File: src/rtl/cie_pkg.sv
// ============================================================================
// cie_pkg
// Shared types and constants for the identifier extractor that skips
// comments and literals.
// ============================================================================
package cie_pkg;

    // Longest word plus one; a word holds at most MAX_WORD_LEN-1 letters.
    localparam int MAX_WORD_LEN = 64;
    localparam int WLEN_W       = 7;

    // Characters that steer the lexer.
    localparam logic [7:0] CH_QUOTE   = 8'h27;
    localparam logic [7:0] CH_DQUOTE  = 8'h22;
    localparam logic [7:0] CH_NEWLINE = 8'h0A;
    localparam logic [7:0] CH_STAR    = 8'h2A;
    localparam logic [7:0] CH_SLASH   = 8'h2F;

    // Output queue geometry.
    localparam int FIFO_DEPTH = 4;
    localparam int FIFO_AW    = 2;
    localparam int FIFO_CW    = 3;

    typedef enum logic [2:0] {
        MODE_NORMAL = 3'd0,
        MODE_CHAR   = 3'd1,
        MODE_STRING = 3'd2,
        MODE_LINE   = 3'd3,
        MODE_BLOCK  = 3'd4,
        MODE_STAR   = 3'd5,
        MODE_WORD   = 3'd6
    } t_lex_mode;

    typedef enum logic [1:0] {
        KIND_TEXT     = 2'd0,
        KIND_WORDCH   = 2'd1,
        KIND_ENDWORD  = 2'd2,
        KIND_ENDINPUT = 2'd3
    } t_kind;

    typedef struct packed {
        t_lex_mode         mode;
        logic              slash;
        logic [WLEN_W-1:0] wlen;
    } t_lex_state;

    // One result beat as it leaves the block.
    typedef struct packed {
        t_kind      kind;
        logic [7:0] out_byte;
        logic       last;
    } t_beat;

    // All results caused by one input beat.
    typedef struct packed {
        t_beat r0;
        t_beat r1;
        logic  two;
    } t_step_out;

endpackage

File: src/rtl/cie_if.sv
// ============================================================================
// cie_in_if / cie_out_if
// Valid/ready channels carrying source bytes in and lexer results out.
// ============================================================================
interface cie_in_if;
    import cie_pkg::*;
    logic       valid;
    logic       ready;
    logic [7:0] in_byte;
    logic       end_of_input;

    modport source (output valid, output in_byte, output end_of_input, input ready);
    modport sink   (input valid, input in_byte, input end_of_input, output ready);
endinterface

interface cie_out_if;
    import cie_pkg::*;
    logic       valid;
    logic       ready;
    logic [1:0] kind;
    logic [7:0] out_byte;
    logic       last;

    modport source (output valid, output kind, output out_byte, output last, input ready);
    modport sink   (input valid, input kind, input out_byte, input last, output ready);
endinterface

File: src/rtl/c_identifier_extractor_skipping_comments_core.sv
// ============================================================================
// c_identifier_extractor_skipping_comments_core
// Lexer that passes C source bytes through, marking letter runs in normal
// text as words and leaving literals and comments whole.
// ============================================================================
// Results are registered in the result queue before they are offered.
// Throughput: one input beat per cycle while the four-entry result queue has
// room for two; beats that give two results drain at one result per cycle while o_out.ready is high.
// Reset (i_rst_n low, synchronous): mode returns to normal text, slash flag
// and word length clear, and the result queue empties.
module c_identifier_extractor_skipping_comments_core
    import cie_pkg::*;
(
    input  logic      i_clk,
    input  logic      i_rst_n,
    cie_in_if.sink    i_in,
    cie_out_if.source o_out
);

    t_lex_state r_state;
    t_lex_state n_state;
    t_step_out  step_res;
    t_beat      head;
    logic       room;
    logic       accept;

    assign i_in.ready = room;
    assign accept     = i_in.valid && room;

    // Combinational lexer step on the current mode and the offered byte.
    cie_lex_step u_step (
        .i_state (r_state),
        .i_byte  (i_in.in_byte),
        .i_eoi   (i_in.end_of_input),
        .o_state (n_state),
        .o_res   (step_res)
    );

    // Lexer state advances on every accepted beat.
    always_ff @(posedge i_clk) begin
        if (!i_rst_n) begin
            r_state <= '{mode: MODE_NORMAL, slash: 1'b0, wlen: '0};
        end else if (accept) begin
            r_state <= n_state;
        end
    end

    // Results wait in a short queue so input keeps flowing under output stall.
    cie_out_fifo u_fifo (
        .i_clk   (i_clk),
        .i_rst_n (i_rst_n),
        .i_push  (accept),
        .i_data  (step_res),
        .i_pop   (o_out.ready),
        .o_room  (room),
        .o_valid (o_out.valid),
        .o_beat  (head)
    );

    assign o_out.kind     = head.kind;
    assign o_out.out_byte = head.out_byte;
    assign o_out.last     = head.last;

endmodule

File: src/rtl/cie_lex_step.sv
// ============================================================================
// cie_lex_step
// Next-state and result logic of the lexer for one input beat.
// ============================================================================
module cie_lex_step
    import cie_pkg::*;
(
    input  t_lex_state i_state,
    input  logic [7:0] i_byte,
    input  logic       i_eoi,
    output t_lex_state o_state,
    output t_step_out  o_res
);

    logic              is_letter;
    logic [WLEN_W-1:0] wlen_inc;
    logic [WLEN_W-1:0] wlen_start;
    t_beat             text_beat;
    t_beat             word_beat;
    t_beat             endw_beat;
    t_beat             endi_beat;

    assign is_letter  = ((i_byte >= 8'h41) && (i_byte <= 8'h5A)) ||
                        ((i_byte >= 8'h61) && (i_byte <= 8'h7A));
    assign wlen_inc   = i_state.wlen + WLEN_W'(1);
    assign wlen_start = WLEN_W'(1);

    assign text_beat = '{kind: KIND_TEXT,     out_byte: i_byte, last: 1'b0};
    assign word_beat = '{kind: KIND_WORDCH,   out_byte: i_byte, last: 1'b0};
    assign endw_beat = '{kind: KIND_ENDWORD,  out_byte: 8'h00,  last: 1'b0};
    assign endi_beat = '{kind: KIND_ENDINPUT, out_byte: 8'h00,  last: 1'b0};

    // Mode transitions and the one or two results of this beat.
    always_comb begin
        o_state = i_state;
        o_res   = '{r0: text_beat, r1: endw_beat, two: 1'b0};

        if (i_eoi) begin
            o_state = '{mode: MODE_NORMAL, slash: 1'b0, wlen: '0};
            if (i_state.mode == MODE_WORD) begin
                o_res.r0  = endw_beat;
                o_res.r1  = endi_beat;
                o_res.two = 1'b1;
            end else begin
                o_res.r0 = endi_beat;
            end
        end else begin
            case (i_state.mode)
                MODE_WORD: begin
                    if (is_letter) begin
                        // Letter continues the word; close it at the length limit.
                        o_res.r0 = word_beat;
                        if (wlen_inc >= WLEN_W'(MAX_WORD_LEN - 1)) begin
                            o_res.two     = 1'b1;
                            o_state.wlen  = '0;
                            o_state.mode  = MODE_NORMAL;
                        end else begin
                            o_state.wlen  = wlen_inc;
                        end
                    end else begin
                        // End of word, then the byte as normal text; a slash byte leaves a slash pending.
                        o_res.r0      = endw_beat;
                        o_res.r1      = text_beat;
                        o_res.two     = 1'b1;
                        o_state.wlen  = '0;
                        o_state.slash = (i_byte == CH_SLASH);
                        if (i_byte == CH_QUOTE) begin
                            o_state.mode = MODE_CHAR;
                        end else if (i_byte == CH_DQUOTE) begin
                            o_state.mode = MODE_STRING;
                        end else begin
                            o_state.mode = MODE_NORMAL;
                        end
                        if ((i_byte == CH_QUOTE) || (i_byte == CH_DQUOTE)) begin
                            o_state.slash = 1'b0;
                        end
                    end
                end
                MODE_CHAR: begin
                    if (i_byte == CH_QUOTE) begin
                        o_state.mode  = MODE_NORMAL;
                        o_state.slash = 1'b0;
                    end
                end
                MODE_STRING: begin
                    if (i_byte == CH_DQUOTE) begin
                        o_state.mode  = MODE_NORMAL;
                        o_state.slash = 1'b0;
                    end
                end
                MODE_LINE: begin
                    if (i_byte == CH_NEWLINE) begin
                        o_state.mode  = MODE_NORMAL;
                        o_state.slash = 1'b0;
                    end
                end
                MODE_BLOCK: begin
                    if (i_byte == CH_STAR) begin
                        o_state.mode = MODE_STAR;
                    end
                end
                MODE_STAR: begin
                    if (i_byte == CH_SLASH) begin
                        o_state.mode  = MODE_NORMAL;
                        o_state.slash = 1'b0;
                    end else if (i_byte != CH_STAR) begin
                        o_state.mode = MODE_BLOCK;
                    end
                end
                default: begin
                    // Normal text, and the unused mode code treated the same way.
                    o_state.mode = MODE_NORMAL;
                    if (is_letter) begin
                        o_res.r0      = word_beat;
                        o_state.slash = 1'b0;
                        if (wlen_start >= WLEN_W'(MAX_WORD_LEN - 1)) begin
                            o_res.two    = 1'b1;
                            o_state.wlen = '0;
                        end else begin
                            o_state.wlen = wlen_start;
                            o_state.mode = MODE_WORD;
                        end
                    end else if (i_byte == CH_QUOTE) begin
                        o_state.mode  = MODE_CHAR;
                        o_state.slash = 1'b0;
                    end else if (i_byte == CH_DQUOTE) begin
                        o_state.mode  = MODE_STRING;
                        o_state.slash = 1'b0;
                    end else if (i_state.slash && (i_byte == CH_SLASH)) begin
                        o_state.mode  = MODE_LINE;
                        o_state.slash = 1'b0;
                    end else if (i_state.slash && (i_byte == CH_STAR)) begin
                        o_state.mode  = MODE_BLOCK;
                        o_state.slash = 1'b0;
                    end else begin
                        o_state.slash = (i_byte == CH_SLASH);
                    end
                end
            endcase
        end

        // Mark the final result of this beat.
        if (o_res.two) begin
            o_res.r1.last = 1'b1;
        end else begin
            o_res.r0.last = 1'b1;
        end
    end

endmodule

File: src/rtl/cie_out_fifo.sv
// ============================================================================
// cie_out_fifo
// Small result queue that takes one or two beats per cycle and gives one.
// ============================================================================
module cie_out_fifo
    import cie_pkg::*;
(
    input  logic       i_clk,
    input  logic       i_rst_n,
    input  logic       i_push,
    input  t_step_out  i_data,
    input  logic       i_pop,
    output logic       o_room,
    output logic       o_valid,
    output t_beat      o_beat
);

    t_beat                r_mem [FIFO_DEPTH];
    logic [FIFO_AW-1:0]   r_wr;
    logic [FIFO_AW-1:0]   r_rd;
    logic [FIFO_CW-1:0]   r_count;
    logic [FIFO_AW-1:0]   n_wr;
    logic [FIFO_AW-1:0]   n_rd;
    logic [FIFO_CW-1:0]   n_count;
    logic [FIFO_CW-1:0]   push_n;
    logic                 pop_ok;

    // Room for a full two-beat push; output side is the head entry.
    assign o_room  = (r_count <= FIFO_CW'(FIFO_DEPTH - 2));
    assign o_valid = (r_count != '0);
    assign o_beat  = r_mem[r_rd];
    assign pop_ok  = i_pop && o_valid;
    assign push_n  = i_push ? (i_data.two ? FIFO_CW'(2) : FIFO_CW'(1)) : '0;

    // Pointer and fill count update.
    always_comb begin
        n_wr    = r_wr + push_n[FIFO_AW-1:0];
        n_rd    = r_rd + FIFO_AW'(pop_ok);
        n_count = r_count + push_n - FIFO_CW'(pop_ok);
    end

    always_ff @(posedge i_clk) begin
        if (!i_rst_n) begin
            r_wr    <= '0;
            r_rd    <= '0;
            r_count <= '0;
        end else begin
            r_wr    <= n_wr;
            r_rd    <= n_rd;
            r_count <= n_count;
        end
    end

    // Entry storage, written at the tail and the slot after it.
    always_ff @(posedge i_clk) begin
        if (i_push) begin
            r_mem[r_wr] <= i_data.r0;
            if (i_data.two) begin
                r_mem[r_wr + FIFO_AW'(1)] <= i_data.r1;
            end
        end
    end

endmodule
File: src/flat_wrapper.sv
// flat-port wrapper written by rule: the top's interface ports become plain ports
module c_identifier_extractor_skipping_comments_core_flat import cie_pkg::*;
  (i_clk, i_rst_n, i_in_valid, i_in_in_byte, i_in_end_of_input, i_in_ready, o_out_valid, o_out_kind, o_out_out_byte, o_out_last, o_out_ready);
  cie_in_if i_in_i ();
  cie_out_if o_out_i ();
  input  logic i_clk;
  input  logic i_rst_n;
  input wire logic [$bits(i_in_i.valid)-1:0] i_in_valid;
  input wire logic [$bits(i_in_i.in_byte)-1:0] i_in_in_byte;
  input wire logic [$bits(i_in_i.end_of_input)-1:0] i_in_end_of_input;
  output wire logic [$bits(i_in_i.ready)-1:0] i_in_ready;
  output wire logic [$bits(o_out_i.valid)-1:0] o_out_valid;
  output wire logic [$bits(o_out_i.kind)-1:0] o_out_kind;
  output wire logic [$bits(o_out_i.out_byte)-1:0] o_out_out_byte;
  output wire logic [$bits(o_out_i.last)-1:0] o_out_last;
  input wire logic [$bits(o_out_i.ready)-1:0] o_out_ready;
  assign i_in_i.valid = i_in_valid;
  assign i_in_i.in_byte = i_in_in_byte;
  assign i_in_i.end_of_input = i_in_end_of_input;
  assign i_in_ready = i_in_i.ready;
  assign o_out_valid = o_out_i.valid;
  assign o_out_kind = o_out_i.kind;
  assign o_out_out_byte = o_out_i.out_byte;
  assign o_out_last = o_out_i.last;
  assign o_out_i.ready = o_out_ready;
  c_identifier_extractor_skipping_comments_core u_core (.i_clk(i_clk), .i_rst_n(i_rst_n), .i_in(i_in_i), .o_out(o_out_i));
endmodule
File: config.mk
export PLATFORM = sky130hd
export DESIGN_NAME = c_identifier_extractor_skipping_comments_core_flat
export DESIGN_NICKNAME = d
export VERILOG_FILES = /design/src/rtl/cie_pkg.sv /design/src/rtl/cie_if.sv /design/src/rtl/c_identifier_extractor_skipping_comments_core.sv /design/src/rtl/cie_lex_step.sv /design/src/rtl/cie_out_fifo.sv /design/src/flat_wrapper.sv
export SDC_FILE = /design/constraint.sdc
export NUM_CORES = 1
export LEC_CHECK = 0
export ABC_AREA = 1
export BUFFER_PORTS_ARGS = -buffer_cell sky130_fd_sc_hd__buf_2
export CAP_MARGIN = 30
export CORE_ASPECT_RATIO = 0.8
export CORE_MARGIN = 5
export CORE_UTILIZATION = 40
export CTS_CLUSTER_SIZE = 14
export DETAILED_ROUTE_END_ITERATION = 16
export PLACE_DENSITY_LB_ADDON = 0.3
export RECOVER_POWER = 25
export SETUP_SLACK_MARGIN = 0.5
export SYNTH_ARGS = -nofsm -noshare
export SYNTH_HDL_FRONTEND = slang
export SYNTH_SLANG_ARGS = --single-unit
File: constraint.sdc
create_clock -name i_clk -period 6.8 [get_ports i_clk]
set_input_delay 1.36 -clock i_clk [delete_from_list [all_inputs] [get_ports i_clk]]
set_output_delay 1.36 -clock i_clk [all_outputs]
set_load 0.1 [all_outputs]
* Word level (Yosys, flattened, before mapping) *
Memories as Yosys holds them, arrays and structs flattened. A register that Yosys moved wholly into a read port is not among the register bits.
Cells that the tools add are included.

word-level totals
  register bits after elaboration = 18
  RAM bits = 44
  input port bits = 13
  output and inout bits = 13
  word-level logic and storage cells = 102
  memories kept = 1

cells by class
  $add $sub $neg = 6
  $lt $le $gt $ge = 6
  equality and inequality tests = 22
  mux-type cells = 47
  reductions and logical operators = 14

memory list
  name                 words  bits a word  rd ports  clocked after memory_dff  write ports  line                RTL
  u_core.u_fifo.r_mem  4      11           1         1                         2            cie_out_fifo.sv:18  t_beat r_mem [FIFO_DEPTH];

operators with widths
  cell                 number
  $mux 11              5
  $eq 8x6->1 const B   4
  $mux 4               7
  $mux 23              1
  $pmux 11 s2          1
  $mux 7               3
  $mux 10              2
  $mux 3               6
  $ne 3x3->1 const B   6
  $pmux 3 s6           1
  $ge 8x7->1 const B   2
  $le 8x7->1 const B   2
  $mux 1               14
  $pmux 7 s2           1
  $reduce_and 7->1     2
  $mux 2               5
  $eq 3x3->1 const B   3
  $eq 8x4->1 const B   1
  $ne 8x6->1 const B   1
  $add 7x1->7 const B  1
  $ge 7x6->1 const B   1
  $eq 3x2->1 const B   2
  $logic_and 1x1->1    6
  $pmux 1 s6           1
  15 further kinds     17

* Logic depth before layout (Yosys ltp) *
  word-level depth = 10
  mapped depth = 18

* Hierarchy *
A second synthesis with hierarchy kept.

unflattened totals
  cell total of the unflattened synthesis = 541
  area, all modules = 3987.6 sq um

by module, submodules not included
  module                                         instances  cells each  area an instance (sq um)  seq. area each (sq um)
  cie_out_fifo                                   1          277         2636.3                    1461.4
  cie_lex_step                                   1          193         890.9                     0.0
  c_identifier_extractor_skipping_comments_core  1          71          460.4                     220.2

* Worst setup path after synthesis *
No wires, ideal clock.

  path kind = register -> register
  from = register u_core.u_fifo.r_count[1]
  to = register u_core.u_fifo.r_count[2]
  setup time = 0.113 ns
  data arrival time = 3.578 ns
  data required time = 6.687 ns
  slack = 3.109 ns
  cell stages (with the launch flop) = 13
  path buffers = 0
  clock period less this slack = 3.691 ns
  cell sequence = dfxtp_1 -> a21oi_1 -> nand2_1 -> inv_1 -> nand2_1 -> ha_1 -> inv_1 -> ha_1 -> inv_1 -> fa_1 -> xor2_1 -> inv_1 -> nor2_1

on the way
  longest elaborated chain between the ends = 5
  elaborated cells between the ends (all ways) = 7

RTL lines
  element                 line                                                 RTL
  start, declared         cie_out_fifo.sv:21                                   logic [FIFO_CW-1:0] r_count;
  start signal, assigned  cie_out_fifo.sv:50                                   r_count <= n_count;
  $le 3x2->1              cie_out_fifo.sv:29                                   assign o_room = (r_count <= FIFO_CW'(FIFO_DEPTH - 2));
  named net i_in_ready    flat_wrapper.sv:11                                   output wire logic [$bits(i_in_i.ready)-1:0] i_in_ready;
  $logic_and 1x1->1       c_identifier_extractor_skipping_comments_core.sv:28  assign accept = i_in.valid && room;
  $mux 2                  cie_out_fifo.sv:33                                   assign push_n = i_push ? (i_data.two ? FIFO_CW'(2) : FIFO_CW'(1)) : '0;
  $add 3x2->3             cie_out_fifo.sv:39                                   n_count = r_count + push_n - FIFO_CW'(pop_ok);
  $sub 3x1->3             cie_out_fifo.sv:39

The timed path passes the listed nets, and every way through them passes these cells.
A chain may end at the register's enable or synchronous reset.

==> impl_metrics.toml <==
[logic_synthesis]
syn_nets = 511
yosysSeqAreaShare = 0.446
synth_top_family_by_area = "simple AND/OR/NAND/NOR gates"
ys_seq_elements = 62
yosys.area_share.simple = 0.299
synth_warnings = 0
yosys.area_share.xor_xnor = 0.00928
synthAdderAreaFrac = 0.0285
muxShareOfSynthArea = 0
synth_edf_count = 44
syn_inst = 490
syn_area_per_cell_um2 = 7.70
synthFlopType = "edfxtp_1"
synth_cell_types = 31
synth-compound-area-share = 0.142
syn_area_um2 = 3770
synthArstFlopShare = 0

[run]
drv_cap = 0

[setup_path]
cp_top_family = "simple AND/OR/NAND/NOR gates"
cpMaxStageDelayCell = "nand3b_1"
cp_cell_sequence = "clkbuf_1 -> inv_1 -> nand4_1 -> nor2_1 -> nand2_1 -> nand3b_1 -> nand2_1"
cp_max_fo = 21
cpPeakStageDelay_ns = 0.67
startpoint_type = "input port"
criticalPathCategory = "input port to flip-flop"
required_ns = 6.72
path_buf_inv = 2
cp-end-kind = "flip-flop"
arrival_ns = 3.90
worst_path_most_repeated_cell = "nand2_1"

[power]
ir_drop_mv = 0.289
leakagePower_nw = 1.76
power_density_nw_per_um2 = 410

[layout]
layout_commonest_cell = "nand2_1"
final_util = 0.455
synthToLayoutAreaGrowth_pct = 9.98
stdcell_count = 629
antennaDiodeCount = 0
fill_cells = 901
nNetsFinal = 531
final_layout_size_suffix_gt1_frac = 0.0914
final_area_um2 = 4150
final_cell_mix = "nand2_1 (122), nor2_1 (73), inv_1 (51)"

[clocking]
clockRootBuffer = "clkbuf_16"
hold_buffers = 0
clk_latency_ns = 0.33
clkTransAtPathRegs_ns = 0.05
clock-sinks = 62
ctsResizeCount = 0
post-cts-setup-buffer-count = 0
cts_tree = "built"
clockBufferDepth = 2
htree_levels = 3
numCtsBuffers = 9

[detailed_routing]
wl_um = 8750
drt-initial-drc-count = 206
drc = 0
vias = 3268
dr.pass1.iters = 7
post_drt_wl_per_cell_um = 13.9
postRouteAntennaNets = 0
via_per_inst = 5.20

[grt]
grt_pass1_wl_um = 15100
grt_use_total = 0.159
grt_max_degree = 25
grt-ovfl-total = 0
antenna_found_initial = 0
grt_pass1_vias = 3090

[timing]
period_share = 0.585
fin_crit_ns = 3.98
max_freq_mhz = 251
finalHoldViolCount = 0
setup_tns_ns = 0
final_max_slew_viol_count = 0
finClkSkew_ns = 0.00600
maxSlewHeadroom = 0.222
setup_viol = 0
tightestPinTransition_ns = 1.17
rsz0062_at_grt = "no"

[floorplan]
dieArea_um2 = 11500
io_pins = 26
rows = 31
initial_core_util = 0.414
die_h_um = 96.9
coreArea_um2 = 9110
dieWidth_um = 119

[placed_design]
dp_hpwl_um = 6320
dpl-instance-area_um2 = 3960
dpl.cell_count = 614
globalplace.congestion = 0.890
io_buffer_count = 25

[hold_path]
hold_path.class = "flip-flop to flip-flop"

[status]
status = "finished clean"
## routing by layer
metal  share of wire  wire, um  track usage  vias up
met4          0.0085        74       0.0357        0
met2            0.47      4090        0.257       83
li1                -         -            -     1670
met5               0         0            0        -
met1            0.46      4050        0.211     1505
met3           0.061       533       0.0484       10
## report_power, final
part	internal (mW)	leakage [nW]	switching, mW	total [mW]
combinational	0.150	1.07	0.588	0.738
sequential	0.475	0.551	0.0538	0.529
clock	0.279	0.136	0.157	0.435
total	0.904	1.76	0.799	1.70
## synth_stat cells (5+ instances only)
master / number / share of area
o21ai_0: 35 / 0.046
edfxtp_1: 44 / 0.35
clkbuf_1: 10 / 0.0099
o21ai_2: 10 / 0.023
ha_1: 7 / 0.023
nor2_1: 71 / 0.071
o21ai_1: 22 / 0.029
a21oi_1: 14 / 0.019
inv_1: 51 / 0.051
nand3_1: 39 / 0.052
dfxtp_1: 18 / 0.095
o22ai_1: 11 / 0.018
nand4_1: 5 / 0.0083
nand2_1: 121 / 0.12
## logic make-up (layout without fill, tap and decap cells)
family | count (synthesis) | after routing
buffers and inverters | 68 | 92
AO/OA/AOI/OAI | 95 | 95
XOR/XNOR | 4 | 4
flip-flops | 62 | 62
AND/OR/NAND/NOR | 253 | 253
adder cells (fa/ha/maj) | 8 | 8
## worst paths after layout
path / startpoint / to / slack (ns) / depth (start not counted)
worst max-delay path: i_in_end_of_input / u_core.u_fifo.r_mem[2][7] / 2.82 / 7
worst min-delay path: u_core.r_state[6] / u_core.r_state[6] / 0.49 / 2
worst max register to register: u_core.r_state[0] / u_core.u_fifo.r_mem[2][7] / 3.61 / 9
worst min register to register: u_core.r_state[6] / u_core.r_state[6] / 0.49 / 2
## sequential cells by signal (all words and copies together), names as in the netlist
register and count:
u_core.u_fifo.r_mem 44, u_core.u_fifo.r_rd 2, u_core.u_fifo.r_count 3, u_core.u_fifo.r_wr 2
u_core.r_state 11
## cell type report
type	instances	area, um^2	area share
clock buffers	10	229	0.0552
clock inverters	5	51.3	0.0124
inverters	51	191	0.0461
multi-input cells	360	1720	0.415
flip-flops and latches	62	1680	0.405
well taps	115	144	0.0347
repair buffers	26	129	0.0311
## tightest hold or removal path: stages (launching register included)
cell,delay (ns)
dfxtp_1,0.31
nand3_1,0.09
inv_1,0.04
## through the flow
step | total power [mW] | setup slack, ns | hold WS (ns)
after floorplan | 1.15 | 3.11 | 0.447
after global placement | 1.28 | 2.84 | 0.459
after detailed placement | 1.29 | 2.78 | 0.480
after CTS | 1.72 | 3.01 | 0.490
after global routing | 1.80 | 2.45 | 0.525
final | 1.70 | 2.82 | 0.485
Power figures use the tool's default switching activity.
